## config.mk

```make
export PLATFORM = sky130hd
export DESIGN_NAME = bts_fifo
export DESIGN_NICKNAME = d
export VERILOG_FILES = /design/src/hdl/bts_fifo.sv
export SDC_FILE = /design/constraint.sdc
export NUM_CORES = 1
export LEC_CHECK = 0
export ABC_CLOCK_PERIOD_IN_PS = 3700
export BUFFER_PORTS_ARGS = -buffer_cell sky130_fd_sc_hd__buf_2
export CORE_ASPECT_RATIO = 1.1
export CORE_MARGIN = 2
export CORE_UTILIZATION = 43
export CTS_CLUSTER_DIAMETER = 200
export DETAILED_ROUTE_END_ITERATION = 8
export PLACE_DENSITY = 0.74
export SLEW_MARGIN = 20
export SYNTH_ARGS = -nofsm -noshare
export SYNTH_HDL_FRONTEND = slang
export SYNTH_SLANG_ARGS = --single-unit
```

## constraint.sdc

```tcl
create_clock -name clk -period 3.7 [get_ports clk]
set_input_delay 0 -clock clk [delete_from_list [all_inputs] [get_ports clk]]
set_output_delay 0 -clock clk [all_outputs]
set_load 0.01 [all_outputs]
```

## src/hdl/bts_fifo.sv

```systemverilog
// ----------------------------------------------------------------------------
// bts_fifo
// Small register queue that decouples two parts of the sampler.
// ----------------------------------------------------------------------------
module bts_fifo #(
  parameter int W     = 8,
  parameter int DEPTH = 2
) (
  input  logic         clk,
  input  logic         rst_n,
  input  logic         push,
  input  logic [W-1:0] din,
  output logic         full,
  input  logic         pop,
  output logic [W-1:0] dout,
  output logic         empty
);
  localparam int PW = (DEPTH > 1) ? $clog2(DEPTH) : 1;
  localparam int CW = $clog2(DEPTH + 1);

  logic [W-1:0]  mem_r [DEPTH];
  logic [PW-1:0] wr_ptr_r, rd_ptr_r, wr_ptr_nxt, rd_ptr_nxt;
  logic [CW-1:0] cnt_r;
  logic          do_push, do_pop;

  assign full    = (cnt_r == CW'(DEPTH));
  assign empty   = (cnt_r == '0);
  assign do_push = push && !full;
  assign do_pop  = pop && !empty;
  assign dout    = mem_r[rd_ptr_r];

  assign wr_ptr_nxt = (wr_ptr_r == PW'(DEPTH - 1)) ? '0 : wr_ptr_r + 1'b1;
  assign rd_ptr_nxt = (rd_ptr_r == PW'(DEPTH - 1)) ? '0 : rd_ptr_r + 1'b1;

  always_ff @(posedge clk) begin
    if (!rst_n) begin
      wr_ptr_r <= '0;
      rd_ptr_r <= '0;
      cnt_r    <= '0;
    end else begin
      if (do_push) wr_ptr_r <= wr_ptr_nxt;
      if (do_pop) rd_ptr_r <= rd_ptr_nxt;
      if (do_push && !do_pop) cnt_r <= cnt_r + 1'b1;
      else if (do_pop && !do_push) cnt_r <= cnt_r - 1'b1;
    end
  end

  always_ff @(posedge clk) begin
    if (do_push) mem_r[wr_ptr_r] <= din;
  end

endmodule

```

==> flow_metrics.env <==
export IMPL_outcome="completed"
export IMPL_io_buffers=21
export IMPL_design_die_area_um2=2246
export IMPL_setup_viol=0
export IMPL_finClkSkew_ps=3.479
export IMPL_synthTopCellsByArea="edfxtp_1, dfxtp_1, mux2_2"
export IMPL_n_fill_cell=142
export IMPL_synth_top_area_share_pct=59.35
export IMPL_crit_type="flip-flop to flip-flop"
export IMPL_stdcell_count=101
export IMPL_area_growth_pct=29.52
export IMPL_grt_pass1_wl_mm=1.897
export IMPL_setup_slack_ps=2129
export IMPL_grt_usage_pct=11.90
export IMPL_cts_buffers_inserted=3
export IMPL_rows=16
export IMPL_viasPerCell=4.851
export IMPL_drt_wl_total_mm=1.217
export IMPL_critPathMaxFanout=5
export IMPL_tightest_slew_ps=646.7
export IMPL_cp_arrival_ps=1800
export IMPL_post_place_ws_ps=2127
export IMPL_holdWs_ps=66.33
export IMPL_grt_max_degree=12
export IMPL_antenna_found_initial=0
export IMPL_ys_seq_area_share_pct=71.72
export IMPL_ir_drop_uv=345.4
export IMPL_p_leak_nw=0.4166
export IMPL_synth_warnings=0
export IMPL_dp_cells=88
export IMPL_yosys_register_bits=21
export IMPL_finalSetupTns_ps=0
export IMPL_overflow=0
export IMPL_initial_core_util_pct=45.44
export IMPL_cp_start_kind="flip-flop"
export IMPL_synth_cell_types=20
export IMPL_root_buffer="clkbuf_4"
export IMPL_min_period_ps=1571
export IMPL_powerDensity_nw_per_um2=608.3
export IMPL_crit_required_ps=3930
export IMPL_report_final_hold_viol_count=0
export IMPL_synth_top_cells_by_count="edfxtp_1, mux2_2, dfxtp_1"
export IMPL_place_area_um2=932.1
export IMPL_hp_class="input port to flip-flop"
export IMPL_cts_htree_levels=1
export IMPL_async_reset_ff_share_pct=0
export IMPL_max_cap_violations=0
export IMPL_slew_limit_headroom_pct=56.65
export IMPL_max_stage_delay_ps=430
export IMPL_diodes=0
export IMPL_power_uw=637.8
export IMPL_path_cells="nand2b_1 > inv_2 > nor2_1 > ha_1 > or3_1 > a21boi_1"
export IMPL_hpwl_um=893.7
export IMPL_syn_inst=50
export IMPL_io_pins=22
export IMPL_post_route_util_pct=58.85
export IMPL_synth_nets=63
export IMPL_fp_dieW_um=45.37
export IMPL_fin_crit_sh_pct=42.46
export IMPL_synthFlopType="edfxtp_1"
export IMPL_path_clk_slew_ps=110
export IMPL_gp_congestion=0.6546
export IMPL_wl_per_cell_um=12.05
export IMPL_first_pass_iters=1
export IMPL_yosysMostFrequentCell="edfxtp_1"
export IMPL_route_detailed_drc=0
export IMPL_num_nets_final=97
export IMPL_clockBufferDepth=2
export IMPL_layout_drive_gt1_share_pct=40.96
export IMPL_ant_nets=0
export IMPL_endpoint_kind="flip-flop"
export IMPL_die_h_um=49.51
export IMPL_synth_largest_area_cell="edfxtp_1"
export IMPL_syn_area_um2=809.5
export IMPL_first_global_vias=485
export IMPL_rsz0062_at_grt="false"
export IMPL_synth_edff_count=16
export IMPL_drv_slew=0
export IMPL_vias=490
export IMPL_crit_path_top_delay_cell="dfxtp_1"
export IMPL_dr_first_iter_drc_count=0
export IMPL_fmax_mhz=636.6
export IMPL_core_um2=1782
export IMPL_cts_tree="built"
export IMPL_postCtsSetupBuffers=0
export IMPL_final_design_area_no_fill_um2=1049
export IMPL_clk_latency_ps=290
export IMPL_syn_avg_cell_area_um2=16.19
export IMPL_cts_sinks=21
==> path summary, 6_finish.rpt <==
check / from / end / slack, ps / cells past startpoint
min reg2reg: cnt_r[1] / cnt_r[1] / 530 / 2
min: push / wr_ptr_r / 70 / 3
max reg2reg: cnt_r[0] / cnt_r[1] / 2130 / 6
max: cnt_r[0] / cnt_r[1] / 2130 / 6
==> final cells by class <==
cell class	count	area, um2	area share [%]
clock buffer	4	26.28	2.506
sequential	21	580.6	55.37
multi-input combinational	26	216.5	20.64
tap	18	22.52	2.148
timing repair buffer	30	195.2	18.62
inverter	2	7.507	0.7160
==> state kept, by name, indices dropped and copies added (netlist names), named ones only <==
register / cells
wr_ptr_r: 1
cnt_r: 2
rd_ptr_r: 1
mem_r: 16
==> power by group <==
group / leakage, nW / switching (mW) / internal (mW)
Combinational: 0.211 / 0.0928 / 0.108
Sequential: 0.191 / 0.0305 / 0.301
Clock: 0.0150 / 0.0637 / 0.0418
Total: 0.417 / 0.187 / 0.451
==> worst max-delay path: cells and delay by family, from the launching register on <==
kind	cells	cell delay (ps)
compound gates	1	140
flops	1	430
simple gates	3	630
fa+ha+maj	1	260
buf+inv	1	60
==> placed cells by master, fill, tap and decap left out, types with 2 or more instances in the layout <==
cell type	netlist	final
clkbuf_4	0	3
xnor2_1	2	2
dlygate4sd3_1	0	9
nor2_1	2	2
edfxtp_1	16	16
buf_2	1	21
mux2_2	8	8
dfxtp_1	5	5
and2_1	3	3
==> cell families (layout without fill, tap and decap cells) <==
| family | count (synthesis) | count (layout) | share of synthesized area, % |
|---|---|---|---|
| AOI/OAI and AO/OA | 5 | 5 | 4.018 |
| xor gates and xnor gates | 3 | 3 | 3.246 |
| adders and majority gates | 1 | 1 | 1.545 |
| buffers and inverters | 3 | 36 | 1.544 |
| DFF | 21 | 21 | 71.72 |
| muxes | 8 | 8 | 11.13 |
| and+or+nand+nor | 9 | 9 | 6.803 |
==> metal layers <==
metal	vias to the layer above	routed length, um	global-route usage (%)
met5	-	0	0
li1	250	-	-
met2	14	631	21.90
met1	224	522	12.11
met3	2	50	3.297
met4	0	13	4.412
==> what timing repair did <==
item	in CTS	in global routing
endpoints found under the hold margin	21	0
setup endpoints to repair	0	0
resized for setup	0	0
hold buffers	9	0
Note: power is estimated with default switching activity, not from simulation.
