--- src/hdl/bts_pkg.sv ---
// ----------------------------------------------------------------------------
// bts_pkg
// Shared types and constants of the bilinear texture sampler.
// ----------------------------------------------------------------------------
package bts_pkg;

  localparam int STORE_BYTES_DEF   = 262144;
  localparam int GAMMA_ENTRIES_DEF = 1024;
  localparam int QUEUE_DEPTH       = 2;

  localparam int DIM_W      = 13;
  localparam int CH_W       = 3;
  localparam int FRAC_W     = 16;
  localparam int BADDR_W    = 18;
  localparam int BYTE_W     = 8;
  localparam int COORD_W    = 32;
  localparam int COLOR_W    = 16;
  localparam int TIDX_W     = 2 * DIM_W;
  localparam int AIN_W      = 2 * DIM_W + CH_W;
  localparam int CFG_IDX_W  = 2;
  localparam int CFG_DATA_W = 13;

  localparam logic [CFG_IDX_W-1:0] CFG_TEX_WIDTH  = 2'd0;
  localparam logic [CFG_IDX_W-1:0] CFG_TEX_HEIGHT = 2'd1;
  localparam logic [CFG_IDX_W-1:0] CFG_CHANNELS   = 2'd2;

  localparam logic CMD_WRITE  = 1'b0;
  localparam logic CMD_SAMPLE = 1'b1;

  typedef struct packed {
    logic [DIM_W-1:0] tex_width;
    logic [DIM_W-1:0] tex_height;
    logic [CH_W-1:0]  channel_count;
  } cfg_t;

  typedef struct packed {
    logic               cmd;
    logic [BADDR_W-1:0] addr;
    logic [BYTE_W-1:0]  value;
    logic [DIM_W-1:0]   x0;
    logic [DIM_W-1:0]   x1;
    logic [DIM_W-1:0]   y0;
    logic [DIM_W-1:0]   y1;
    logic [FRAC_W-1:0]  tx;
    logic [FRAC_W-1:0]  ty;
    logic [DIM_W-1:0]   w;
    logic [CH_W-1:0]    ch;
  } item_t;

  typedef struct packed {
    logic [COLOR_W-1:0] red;
    logic [COLOR_W-1:0] green;
    logic [COLOR_W-1:0] blue;
    logic [COLOR_W-1:0] alpha;
  } result_t;

endpackage

--- src/hdl/bts_front.sv ---
// ----------------------------------------------------------------------------
// bts_front
// Decodes input items: passes writes through, maps sample coordinates to
// the four neighbor texel positions and the blend weights.
// ----------------------------------------------------------------------------
module bts_front (
  input  logic                        in_push,
  input  logic                        in_cmd,
  input  logic [bts_pkg::BADDR_W-1:0] in_byte_addr,
  input  logic [bts_pkg::BYTE_W-1:0]  in_byte_value,
  input  logic [bts_pkg::COORD_W-1:0] in_u_coord,
  input  logic [bts_pkg::COORD_W-1:0] in_v_coord,
  input  bts_pkg::cfg_t               cfg,
  input  logic                        q_full,
  output logic                        q_push,
  output bts_pkg::item_t              q_item
);
  import bts_pkg::*;

  localparam int PW = FRAC_W + DIM_W;

  logic [DIM_W-1:0] w_eff, h_eff;
  logic [CH_W-1:0]  ch_eff;
  logic [PW-1:0]    pu, pv;
  logic [DIM_W:0]   x0p1, y0p1;

  always_comb begin
    w_eff  = (cfg.tex_width == '0) ? DIM_W'(1) : cfg.tex_width;
    h_eff  = (cfg.tex_height == '0) ? DIM_W'(1) : cfg.tex_height;
    ch_eff = (cfg.channel_count == '0) ? CH_W'(1) : cfg.channel_count;
    pu = PW'(in_u_coord[FRAC_W-1:0]) * PW'(w_eff - 1'b1);
    pv = PW'(in_v_coord[FRAC_W-1:0]) * PW'(h_eff - 1'b1);
    x0p1 = {1'b0, pu[PW-1:FRAC_W]} + 1'b1;
    y0p1 = {1'b0, pv[PW-1:FRAC_W]} + 1'b1;

    q_item.cmd   = in_cmd;
    q_item.addr  = in_byte_addr;
    q_item.value = in_byte_value;
    q_item.x0    = pu[PW-1:FRAC_W];
    q_item.y0    = pv[PW-1:FRAC_W];
    // wrap the +1 neighbor back to zero at the edge
    q_item.x1    = (x0p1 == {1'b0, w_eff}) ? '0 : x0p1[DIM_W-1:0];
    q_item.y1    = (y0p1 == {1'b0, h_eff}) ? '0 : y0p1[DIM_W-1:0];
    q_item.tx    = pu[FRAC_W-1:0];
    q_item.ty    = pv[FRAC_W-1:0];
    q_item.w     = w_eff;
    q_item.ch    = ch_eff;
  end

  assign q_push = in_push && !q_full;

endmodule

--- config.mk ---
export PLATFORM = sky130hd
export DESIGN_NAME = bts_front
export DESIGN_NICKNAME = d
export VERILOG_FILES = /design/src/hdl/bts_pkg.sv /design/src/hdl/bts_front.sv
export SDC_FILE = /design/constraint.sdc
export NUM_CORES = 1
export LEC_CHECK = 0
export BUFFER_PORTS_ARGS = -buffer_cell sky130_fd_sc_hd__buf_2
export CORE_ASPECT_RATIO = 1.2
export CORE_UTILIZATION = 54
export DETAILED_ROUTE_END_ITERATION = 7
export GPL_TIMING_DRIVEN = 0
export PLACE_DENSITY = 0.73
export SETUP_SLACK_MARGIN = 0.4
export SLEW_MARGIN = 20
export SYNTH_ARGS = -nofsm -noshare
export SYNTH_HDL_FRONTEND = slang
export SYNTH_SLANG_ARGS = --single-unit
--- constraint.sdc ---
create_clock -name vclk -period 25.3
set_input_delay 3.795 -clock vclk [all_inputs]
set_output_delay 3.795 -clock vclk [all_outputs]
set_load 0.01 [all_outputs]
==> metrics <==
CP max stage cell nor3_1; Total Routed Length 45700 um; yosys warns 0; Setup Crit Path Kind in -> out; core area 30700 um2; crit-path max FO 10; clock buffers 0; Syn Inst Count 1984; RSZ-0062 raised after global routing false; Residual DRC 0; Hold Path Class in -> out; Least-Margin Pin Slew 1150 ps; wire per inst 17.6 um; FMAX 0.0508 GHz; footprint of the multi-input gates 15200 um2; Antenna Violating Nets Remaining 0; layout cells sized above 1 12.6%; IO buf count 189; Seq. cell area 0 um2; cell mode on critical path fa_1; Critical Path Source Type primary input; most frequent cells in the layout 351 x inv_1, 332 x fa_1, 266 x nand2_1; setup TNS 0 ps; # resized after CTS 0; die height 196 um; Final Cycle Share 77.8%; die width 164 um; pin count of the biggest net entering global routing 11; Detailed Routing Iterations Pass 1 5; DR vias/cell 5.54; number of global-route vias before repair 14900; full die area 32200 um2; filler cell count 2750; Area Overhead vs Synth 9.14%; Critical path buffers and inverters 9; DRT iter0 DRCs 795; Top delay family on crit path simple AND/OR/NAND/NOR gates; commonest non-fill, non-tap cell in the layout inv_1; Final nets 2865; hold_ws 7770 ps; grt total ovfl 0; run status complete, no violations; Worst Path Required 21500 ps; Seq/Total Area, Yosys 0%; GRT Total Usage 29.2%; CP arrival 15890 ps; Boundary Pins 250; total number of vias 14400; Final Hold Fails 0; antenna violations before repair 0; Final Core Density 60.4%; Mean Syn Cell Area 8.57 um2; final setup fails 0; RePlAce Congestion 0.947; HPWL Detailed 39900 um; Mapped Area 17000 um2; largest stage delay on the critical path 880 ps; Period minus WS final 19690 ps; Synth cell types 80; # rows 70; Starting Density 55.3%; FFs & Latches 0; # Post-CTS Setup Buffers 0; Post-CTS Hold Fix Bufs 0; CP endpoint kind output pin; max-cap violation count 0; Ant. Diodes 0; first-pass GRT wire length 74100 um; Slew headroom 22.9%; pins over their slew limit 0
==> synthesized netlist by cell type (8+ instances only) <==
library cell / instances / area share, %
a21o_1: 24 / 1.1
o21a_1: 8 / 0.35
o211ai_1: 10 / 0.44
buf_4: 27 / 1.2
clkbuf_1: 78 / 1.7
fa_1: 332 / 39
a21oi_1: 69 / 2.0
and2_1: 174 / 6.4
a21oi_2: 9 / 0.46
ha_1: 206 / 15
nor2_1: 42 / 0.93
xnor2_1: 64 / 3.3
nor4_1: 10 / 0.37
nor2b_1: 36 / 1.3
inv_1: 351 / 7.7
o21ai_0: 38 / 1.1
nor3_1: 15 / 0.44
nand2_1: 266 / 5.9
nand3_1: 17 / 0.50
nand2b_1: 9 / 0.33
and3_1: 8 / 0.29
buf_2: 10 / 0.29
a211oi_1: 14 / 0.62
xor2_1: 35 / 1.8
==> through the flow <==
stage          cell area (um2)  instances  setup slack (ps)
3_3_place_gp             18600       2599              6050
2_1_floorplan            17100       2014              8580
6_report                 18600       2599              5610
3_5_place_dp             18600       2599              5980
4_1_cts                  18600       2599              5920
5_1_grt                  18600       2599              5180
==> worst paths after layout <==
kind                              from     endpoint  cells after the start
worst max-delay path            cfg[9]   q_item[52]                     37
worst min-delay path  in_byte_addr[15]  q_item[123]                      2
==> cell families (layout without fill, tap and decap cells) <==
family | count (synthesis) | after routing | synth area share (%)
muxes | 5 | 5 | 0.309
adders and majority gates | 538 | 538 | 54.2
buffers and inverters | 470 | 659 | 11.2
xor gates and xnor gates | 105 | 105 | 5.82
and+or+nand+nor | 628 | 628 | 19.0
other | 2 | 32 | 0.0442
AOI/OAI and AO/OA | 236 | 236 | 9.39
==> cell type report <==
type                       instances  share of cell area, %
buffer                           119                   3.15
inverter                         351                   7.10
multi-input combinational       1544                   82.0
tap                              396                   2.67
timing repair buffer             189                   5.10
==> layer usage <==
| layer | part of all wire [%] | routed length [um] | track usage, % | vias up |
|---|---|---|---|---|
| li1 | - | - | - | 6608 |
| met1 | 40 | 18400 | 37.0 | 7159 |
| met3 | 5.8 | 2640 | 2.80 | 121 |
| met4 | 4.1 | 1870 | 10.7 | 0 |
| met5 | 0 | 0 | 0 | - |
| met2 | 50 | 22800 | 51.3 | 519 |
Power is not shown: default switching activity piles up to over one toggle a cycle in this logic, so the estimate is an artifact.
